File: config.mk
export PLATFORM = sky130hd
export DESIGN_NAME = smp_ctrl
export DESIGN_NICKNAME = d
export VERILOG_FILES = /design/src/rtl/core/smp_pkg.sv /design/src/rtl/core/smp_ctrl.sv
export SDC_FILE = /design/constraint.sdc
export NUM_CORES = 1
export LEC_CHECK = 0
export ABC_AREA = 1
export BUFFER_PORTS_ARGS = -buffer_cell sky130_fd_sc_hd__buf_2
export CORE_AREA = 2 2 131 133
export DETAILED_ROUTE_END_ITERATION = 12
export DIE_AREA = 0 0 133 135
export GPL_TIMING_DRIVEN = 0
export SLEW_MARGIN = 25
export SYNTH_ARGS = -nofsm -noshare
export SYNTH_HDL_FRONTEND = slang
export SYNTH_SLANG_ARGS = --single-unit
File: constraint.sdc
create_clock -name clk -period 2.4 [get_ports clk]
set_input_delay 0.24 -clock clk [delete_from_list [all_inputs] [get_ports clk]]
set_output_delay 0.24 -clock clk [all_outputs]
set_load 0.02 [all_outputs]
File: src/rtl/core/smp_pkg.sv
// Shared types and constants for the semiring matrix power block.
// Used by every file under rtl/core but smp_ram; depends on nothing.
package smp_pkg;

	localparam int MAX_DIM_DEF    = 8;
	localparam int VALUE_BITS_DEF = 56;
	localparam int ENTRY_BITS     = 55;
	localparam int EXP_BITS       = 63;
	localparam int ADDR_BITS      = 6;
	localparam int CFG_IDX_BITS   = 2;
	localparam int CFG_DATA_BITS  = 4;
	localparam int MODE_BITS      = 2;
	localparam int SIZE_BITS      = 4;
	localparam int ACC_BITS       = 64;
	localparam int RES_BITS       = 30;

	localparam logic [SIZE_BITS-1:0] SIZE_RESET = 4'd8;
	localparam logic [RES_BITS-1:0] MODULUS = 30'd1000000007;
	localparam logic signed [63:0] INF_VAL = 64'sd10000000000000042;

	localparam logic [CFG_IDX_BITS-1:0] CFG_MODE = 2'd0;
	localparam logic [CFG_IDX_BITS-1:0] CFG_SIZE = 2'd1;

	typedef enum logic [MODE_BITS-1:0] {
		SR_MOD = 2'd0,
		SR_MIN = 2'd1,
		SR_MAX = 2'd2
	} sr_mode_t;

	typedef struct packed {
		logic                 issue;
		logic                 first;
		logic                 last;
		logic                 norm;
		logic                 a_base;
		logic                 bank;
		sr_mode_t             mode;
		logic [ADDR_BITS-1:0] raddr_a;
		logic [ADDR_BITS-1:0] raddr_b;
		logic [ADDR_BITS-1:0] waddr;
		logic                 load_we;
		logic [ADDR_BITS-1:0] load_addr;
		logic                 out_load;
		logic                 out_last;
	} smp_cmd_t;

	typedef struct packed {
		logic done;
		logic out_free;
	} smp_sts_t;

endpackage

File: src/rtl/core/smp_ctrl.sv
// Controller: loading, normalise pass, square-and-multiply sequencing, result readout.
// Depends on smp_pkg.
module smp_ctrl #(
	parameter int MAX_DIM = smp_pkg::MAX_DIM_DEF
) (
	input  logic                                clk,
	input  logic                                arst_n,
	input  logic                                cfg_we,
	input  logic [smp_pkg::CFG_IDX_BITS-1:0]    cfg_index,
	input  logic [smp_pkg::CFG_DATA_BITS-1:0]   cfg_wdata,
	input  logic                                in_valid,
	output logic                                in_ready,
	input  logic [smp_pkg::EXP_BITS-1:0]        exponent,
	output smp_pkg::smp_cmd_t                   cmd,
	input  smp_pkg::smp_sts_t                   sts
);
	import smp_pkg::*;

	localparam int IW = (MAX_DIM > 1) ? $clog2(MAX_DIM) : 1;
	localparam int LEFT_BITS = $clog2(EXP_BITS + 1);

	typedef enum logic [2:0] {
		ST_LOAD,
		ST_NORM,
		ST_BIT,
		ST_MAC,
		ST_WAIT,
		ST_OUT_RD,
		ST_OUT_LD
	} state_t;

	state_t                 state_q;
	logic [MODE_BITS-1:0]   mode_q;
	logic [SIZE_BITS-1:0]   size_q;
	logic [IW-1:0]          i_q, j_q, k_q, dm1;
	logic [EXP_BITS-1:0]    exp_q;
	logic [LEFT_BITS-1:0]   left_q;
	logic                   seen_q, pend_q, a_base_q, bank_q, norm_q;
	logic                   end_ij;
	sr_mode_t               mode_dec;

	function automatic logic [ADDR_BITS-1:0] cell_addr(input logic [IW-1:0] r,
		input logic [IW-1:0] c);
		return ADDR_BITS'(ADDR_BITS'(r) * ADDR_BITS'(MAX_DIM) + ADDR_BITS'(c));
	endfunction

	always_comb begin
		if (size_q == '0) begin
			dm1 = '0;
		end else if (size_q > SIZE_BITS'(MAX_DIM)) begin
			dm1 = IW'(MAX_DIM - 1);
		end else begin
			dm1 = IW'(size_q - 1'b1);
		end
	end

	always_comb begin
		unique case (mode_q)
			SR_MIN: mode_dec = SR_MIN;
			SR_MAX: mode_dec = SR_MAX;
			default: mode_dec = SR_MOD;
		endcase
	end

	assign end_ij = (i_q == dm1) && (j_q == dm1);
	assign in_ready = state_q == ST_LOAD;

	always_comb begin
		cmd = '0;
		cmd.mode = mode_dec;
		cmd.bank = bank_q;
		cmd.a_base = a_base_q;
		unique case (state_q)
			ST_LOAD: begin
				cmd.load_we = in_valid;
				cmd.load_addr = cell_addr(i_q, j_q);
			end
			ST_NORM: begin
				cmd.issue = 1'b1;
				cmd.first = 1'b1;
				cmd.last = 1'b1;
				cmd.norm = 1'b1;
				cmd.a_base = 1'b1;
				cmd.raddr_a = cell_addr(i_q, j_q);
				cmd.waddr = cell_addr(i_q, j_q);
			end
			ST_MAC: begin
				cmd.issue = 1'b1;
				cmd.first = k_q == '0;
				cmd.last = k_q == dm1;
				cmd.raddr_a = cell_addr(i_q, k_q);
				cmd.raddr_b = cell_addr(k_q, j_q);
				cmd.waddr = cell_addr(i_q, j_q);
			end
			ST_OUT_RD: begin
				cmd.raddr_b = cell_addr(i_q, j_q);
			end
			ST_OUT_LD: begin
				cmd.raddr_b = cell_addr(i_q, j_q);
				cmd.out_load = sts.out_free;
				cmd.out_last = end_ij;
			end
			default: ;
		endcase
	end

	always_ff @(posedge clk or negedge arst_n) begin
		if (!arst_n) begin
			state_q  <= ST_LOAD;
			mode_q   <= '0;
			size_q   <= SIZE_RESET;
			i_q      <= '0;
			j_q      <= '0;
			k_q      <= '0;
			exp_q    <= '0;
			left_q   <= '0;
			seen_q   <= 1'b0;
			pend_q   <= 1'b0;
			a_base_q <= 1'b0;
			bank_q   <= 1'b0;
			norm_q   <= 1'b0;
		end else begin
			unique case (state_q)
				ST_LOAD: begin
					if (in_valid) begin
						if (end_ij) begin
							i_q     <= '0;
							j_q     <= '0;
							exp_q   <= exponent;
							left_q  <= LEFT_BITS'(EXP_BITS);
							seen_q  <= 1'b0;
							pend_q  <= 1'b0;
							bank_q  <= 1'b0;
							norm_q  <= 1'b1;
							state_q <= ST_NORM;
						end else if (j_q == dm1) begin
							j_q <= '0;
							i_q <= i_q + 1'b1;
						end else begin
							j_q <= j_q + 1'b1;
						end
					end
				end
				ST_NORM: begin
					state_q <= ST_WAIT;
				end
				ST_BIT: begin
					if (left_q == '0) begin
						state_q <= ST_OUT_RD;
					end else begin
						exp_q  <= {exp_q[EXP_BITS-2:0], 1'b0};
						left_q <= left_q - 1'b1;
						if (!seen_q) begin
							seen_q <= exp_q[EXP_BITS-1];
						end else begin
							pend_q   <= exp_q[EXP_BITS-1];
							a_base_q <= 1'b0;
							state_q  <= ST_MAC;
						end
					end
				end
				ST_MAC: begin
					if (k_q == dm1) begin
						k_q     <= '0;
						state_q <= ST_WAIT;
					end else begin
						k_q <= k_q + 1'b1;
					end
				end
				ST_WAIT: begin
					if (sts.done) begin
						if (end_ij) begin
							i_q <= '0;
							j_q <= '0;
							if (norm_q) begin
								norm_q  <= 1'b0;
								state_q <= ST_BIT;
							end else begin
								bank_q <= ~bank_q;
								if (pend_q) begin
									pend_q   <= 1'b0;
									a_base_q <= 1'b1;
									state_q  <= ST_MAC;
								end else begin
									state_q <= ST_BIT;
								end
							end
						end else begin
							if (j_q == dm1) begin
								j_q <= '0;
								i_q <= i_q + 1'b1;
							end else begin
								j_q <= j_q + 1'b1;
							end
							state_q <= norm_q ? ST_NORM : ST_MAC;
						end
					end
				end
				ST_OUT_RD: begin
					state_q <= ST_OUT_LD;
				end
				ST_OUT_LD: begin
					if (sts.out_free) begin
						if (end_ij) begin
							i_q     <= '0;
							j_q     <= '0;
							state_q <= ST_LOAD;
						end else begin
							if (j_q == dm1) begin
								j_q <= '0;
								i_q <= i_q + 1'b1;
							end else begin
								j_q <= j_q + 1'b1;
							end
							state_q <= ST_OUT_RD;
						end
					end
				end
				default: state_q <= ST_LOAD;
			endcase

			if (cfg_we) begin
				unique case (cfg_index)
					CFG_MODE: mode_q <= cfg_wdata[MODE_BITS-1:0];
					CFG_SIZE: begin
						size_q <= cfg_wdata[SIZE_BITS-1:0];
						i_q    <= '0;
						j_q    <= '0;
					end
					default: ;
				endcase
			end
		end
	end

	assert property (@(posedge clk) disable iff (!arst_n) sts.done |-> state_q == ST_WAIT)
		else $error("result write outside wait state");
	assert property (@(posedge clk) disable iff (!arst_n)
		(i_q <= dm1) && (j_q <= dm1) && (k_q <= dm1))
		else $error("index beyond matrix size");
	assert property (@(posedge clk) disable iff (!arst_n)
		(state_q == ST_BIT) && (left_q == '0) |=> state_q == ST_OUT_RD)
		else $error("exponent scan did not end in readout");

endmodule
=== Word-level counts from Yosys, hierarchy flattened ===
Index checks and enable logic that the tools add are counted.

* Eq/ne operators: 23
* Order comparisons: 1
* Muxes and demuxes: 74
* Bitwise logic cells: 1
* Reduce and logical (&&, ||, !) cells: 20
* $add $sub $neg: 8

{| class="wikitable"
|+ Operators with widths
! operator !! number
|-
| 63-bit two-way mux || 3
|-
| 63-bit case mux with 2 select lines || 1
|-
| 3-bit two-way mux || 26
|-
| 6-bit case mux with 2 select lines || 3
|-
| 6-bit two-way mux || 4
|-
| 1-bit two-way mux || 23
|-
| 3-bit case mux with 7 select lines || 1
|-
| 6-bit by 3-bit adder with 6-bit output || 3
|-
| 2-bit inequality test, second input constant || 9
|-
| 3-bit case mux with 3 select lines || 2
|-
| 6-bit AND reduction || 2
|-
| 3-bit by 1-bit adder with 3-bit output, second input constant || 3
|-
| 3-bit equality test || 3
|-
| 3-bit equality test, second input constant || 3
|-
| 1-bit case mux with 2 select lines || 4
|-
| 8-bit AND reduction || 1
|-
| 7-bit two-way mux || 1
|-
| 7-bit AND reduction || 1
|-
| 3-bit by 2-bit equality test with 1-bit output, second input constant || 2
|-
| 3-bit zero test || 2
|-
| 6-bit zero test || 1
|-
| 2-bit two-way mux || 3
|-
| 3-bit case mux with 2 select lines || 1
|-
| 2-bit nonzero test || 3
|-
| 19 further kinds || 22
|}

* Word-level logic and storage cells: 140
* Register bits: 92
* Input port bits: 75
* Output and inout port bits: 36

=== Longest topological paths before layout ===
* Word-level depth: 10
* Gate-level depth with buffers: 17
* Mapped depth without buffers: 16

=== Worst setup path after synthesis ===
OpenSTA, ideal clock, no wires.

* Kind: register to output
* Start point: reg state_q[2]
* End point: out cmd[21] in the netlist's numbering
* Arrival time: 1918 ps
* Required time: 2160 ps
* Stages on the path, launching flop included: 6
* Buffers on the path: 0
* Setup slack: 242 ps
* Cells stage by stage: dfrtp_1 > nor2_1 > inv_1 > nor2_1 > inv_1 > o21ai_0

{| class="wikitable"
|+ RTL lines
! element !! line !! RTL
|-
| from (decl) || smp_ctrl.sv:32 || <nowiki>state_t state_q;</nowiki>
|-
| from (signal assigned) || smp_ctrl.sv:195 || <nowiki>state_q <= norm_q ? ST_NORM : ST_MAC;</nowiki>
|-
| to (decl) || smp_ctrl.sv:14 || <nowiki>output smp_pkg::smp_cmd_t cmd,</nowiki>
|}

==> qor.csv <==
stage,metric,value,unit
grt,grt_pass1_vias,4713,
power_and_ir_drop,ir_worst_vdd,0.341,mV
power_and_ir_drop,powerDensity,959,nW/µm²
power_and_ir_drop,power.leakage,3.68,nW
final_layout,utilization,42.0,%
route,routed_wl,13900,µm
clocking,clockBufferDepth,2,
synth,async_reset_ff_share,100,%
die,die_h,135,µm
sta,worst_pin_slew,0.453,ns
die,io_pins,111,
run_status,status,"finished, final reports clean",
placement,dp_hpwl,10300,µm
worst_setup_path,cp_max_fo,6,
route,vias_per_cell,4.55,
worst_setup_path,start_kind,flip-flop,
placement,placed_area,6530,µm²
sta,fmax,447,MHz
worst_setup_path,path_cells,"inv_2, ha_4, nand2_2, nand2_4, nand2_2, nand2_1, nand2_1, nand2_1, nor2_4, nand2_4, nor2_2, buf_4",
sta,setup_viol,0,
synth,synth.distinct_cells,39,
final_layout,final_cells,1104,
final_layout,syn2layout_area_growth,21.4,%
final_layout,nets,961,
route,drt_first_pass_iters,4,
worst_setup_path,path_delay_family,simple AND/OR/NAND/NOR gates,
worst_setup_path,critical-path-slowest-cell,dfrtp_1,
route,drtIter0Drc,333,
route,num_vias,5019,
synth,synth-seq-area-share,40.6,%
grt,antenna_found_initial,0,
grt,grt_usage,15.9,%
synth,syn_inst,755,
die,core_region_area,16400,µm²
die,initial_utilization,34.6,%
sta,hold_violations,0,
sta,fin_crit,2.24,ns
clocking,cts.sinks,92,
clocking,clk_latency,0.34,ns
sta,slew_violations,0,
worst_setup_path,cp.required,2.16,ns
clocking,clk_pin_slew,0.06,ns
die,rows,47,
die,die_x,133,µm
worst_setup_path,end_kind,primary output,
synth,syn_area_per_cell,7.51,µm²
sta,skew,0.0121,ns
grt,gr-total-overflow,0,
synth,synth_nets,837,
placement,io_buffers,110,
sta,finalCritPeriodShare,93.2,%
final_layout,final_common_cell,nand2_1,
placement,place_inst,1086,
sta,timing.slew.headroom,69.8,%
run,drv_cap,0,
die,dieArea,18000,µm²
worst_hold_path,hold_path.class,input pin to flip-flop,
worst_setup_path,arrival,2.00,ns
clocking,cts_root_buffer,clkbuf_16,
synth,yosys_warnings,0,
final_layout,fill_cells,1724,
final_layout,final_cell_mix,"180 x nand2_1, 117 x inv_1, 115 x buf_2, 96 x o21ai_0, 91 x dfrtp_1",
final_layout,diodes,0,
clocking,htreeDepth,3,
worst_setup_path,crit_top_cell,nand2_1,
worst_setup_path,crit_type,flip-flop to primary output,
synth,synth-seq-cells,92,
clocking,cts-buffers-inserted,9,
synth,synth-edff-count,0,
synth,syn_area,5670,µm²
grt,grt_max_degree,53,
final_layout,final_area,6880,µm²
route,drc_errors,0,
route,ant_nets,0,
sta,rsz0062_at_grt,yes,
clocking,cts_tree,done,
grt,grt_pass1_wl,23000,µm
worst_setup_path,cp.buffers_inverters,2,
final_layout,drive_above_1_share,29.6,%
route,wl_per_cell,12.6,µm
synth,synth_ff_type,dfrtp_1,
worst_setup_path,max_stage_delay,0.39,ns
placement,routabilityCongestion,0.846,
final cells by class:
cell class                 count  area (µm²)  area share (%)
buffer                        30         229            3.33
clock buffer                  11         253            3.67
clock inverter                 5        33.8           0.491
inverter                     122         460            6.69
multi-input combinational    511        2730            39.6
sequential                    92        2300            33.5
tap                          220         275            4.00
timing repair buffer         113         604            8.78
report_power, final:
part           switching (mW)  total [mW]  leakage (nW)  internal (mW)
combinational            1.76        2.78          2.48           1.02
sequential              0.260        2.44          1.06           2.18
clock                   0.619        1.38         0.138          0.759
kinds of logic (layout without fill, tap and decap cells):
family                   after synthesis  count (layout)  synth area share (%)
buffers and inverters                152             281                  12.1
XOR/XNOR                               7               7                  1.08
adder cells (fa/ha/maj)                7               7                  1.54
AO/OA/AOI/OAI                        171             171                  18.6
AND/OR/NAND/NOR                      326             326                  26.1
flip-flops                            92              92                  40.6
routing by layer:
metal  track usage, %  vias to the layer above  part of all wire (%)
met5                0                        -                     0
met4             5.56                        0                   1.4
met3             3.19                       14                   5.2
met2             25.2                      111                    44
met1             21.7                     2266                    49
li1                 -                     2628                     -
flip-flops by register name, summed over array words and instances, names as in the netlist:
signal and count:
state_q 3, seen_q 1, mode_q 2, bank_q 1, i_q 3, pend_q 1
norm_q 1, k_q 3, a_base_q 1, exp_q 63, j_q 3, size_q 4
left_q 6
per-stage QoR:
step | total power, mW | setup TNS [ns] | setup WS [ns] | hold WS [ns]
floorplan | 4.50 | 0 | 0.242 | -0.0556
global placement | 5.14 | 0 | 0.0685 | 0.454
detailed placement | 5.21 | 0 | 0.0591 | 0.186
CTS | 6.65 | 0 | 0.000984 | 0.102
global route | 7.16 | -0.0112 | -0.0112 | 0.137
finish | 6.60 | 0 | 0.164 | 0.116
cell usage after synthesis, types with 6 or more instances:
cell,number,share of area (%)
a21oi_1,12,1.1
o21ai_0,96,8.5
o21ai_1,7,0.62
o21ai_2,44,6.8
dfrtp_1,91,40
ha_1,7,1.5
nand3_1,22,1.9
nand2_1,183,12
nor2_1,50,3.3
clkbuf_1,10,0.66
inv_1,118,7.8
nand4_1,8,0.88
buf_2,9,0.79
nand2_2,47,5.2
xor2_1,6,0.93
worst register-to-register path: cells and delay by family (launching register included):
family,cells,cell delay [ns]
AND/OR/NAND/NOR,10,0.99
buffers and inverters,3,0.46
flip-flops,1,0.39
adder cells (fa/ha/maj),1,0.18
AO/OA/AOI/OAI,1,0.09
final timing paths:
path / startpoint / endpoint / slack (ns) / depth (start not counted)
setup reg to reg: size_q[0] / exp_q[50] / 0.17 / 15
setup / recovery: size_q[0] / cmd[0] / 0.16 / 12
max in group asynchronous: arst_n / k_q[0] / 1.43 / 3
hold / removal: cfg_wdata[2] / size_q[2] / 0.12 / 3
min in group asynchronous: arst_n / exp_q[32] / 0.36 / 2
hold reg to reg: left_q[0] / left_q[0] / 0.48 / 1
what timing repair did:
| item | 4_1_cts | 5_1_grt |
|---|---|---|
| pin swaps | 1 | 1 |
| setup endpoints to repair | 3 | 33 |
| resized for setup | 7 | 8 |
| setup buffers | 1 | 0 |
| hold buffers | 1 | 0 |
| endpoints found under the hold margin | 39 | 0 |
Power figures use the tool's default switching activity.
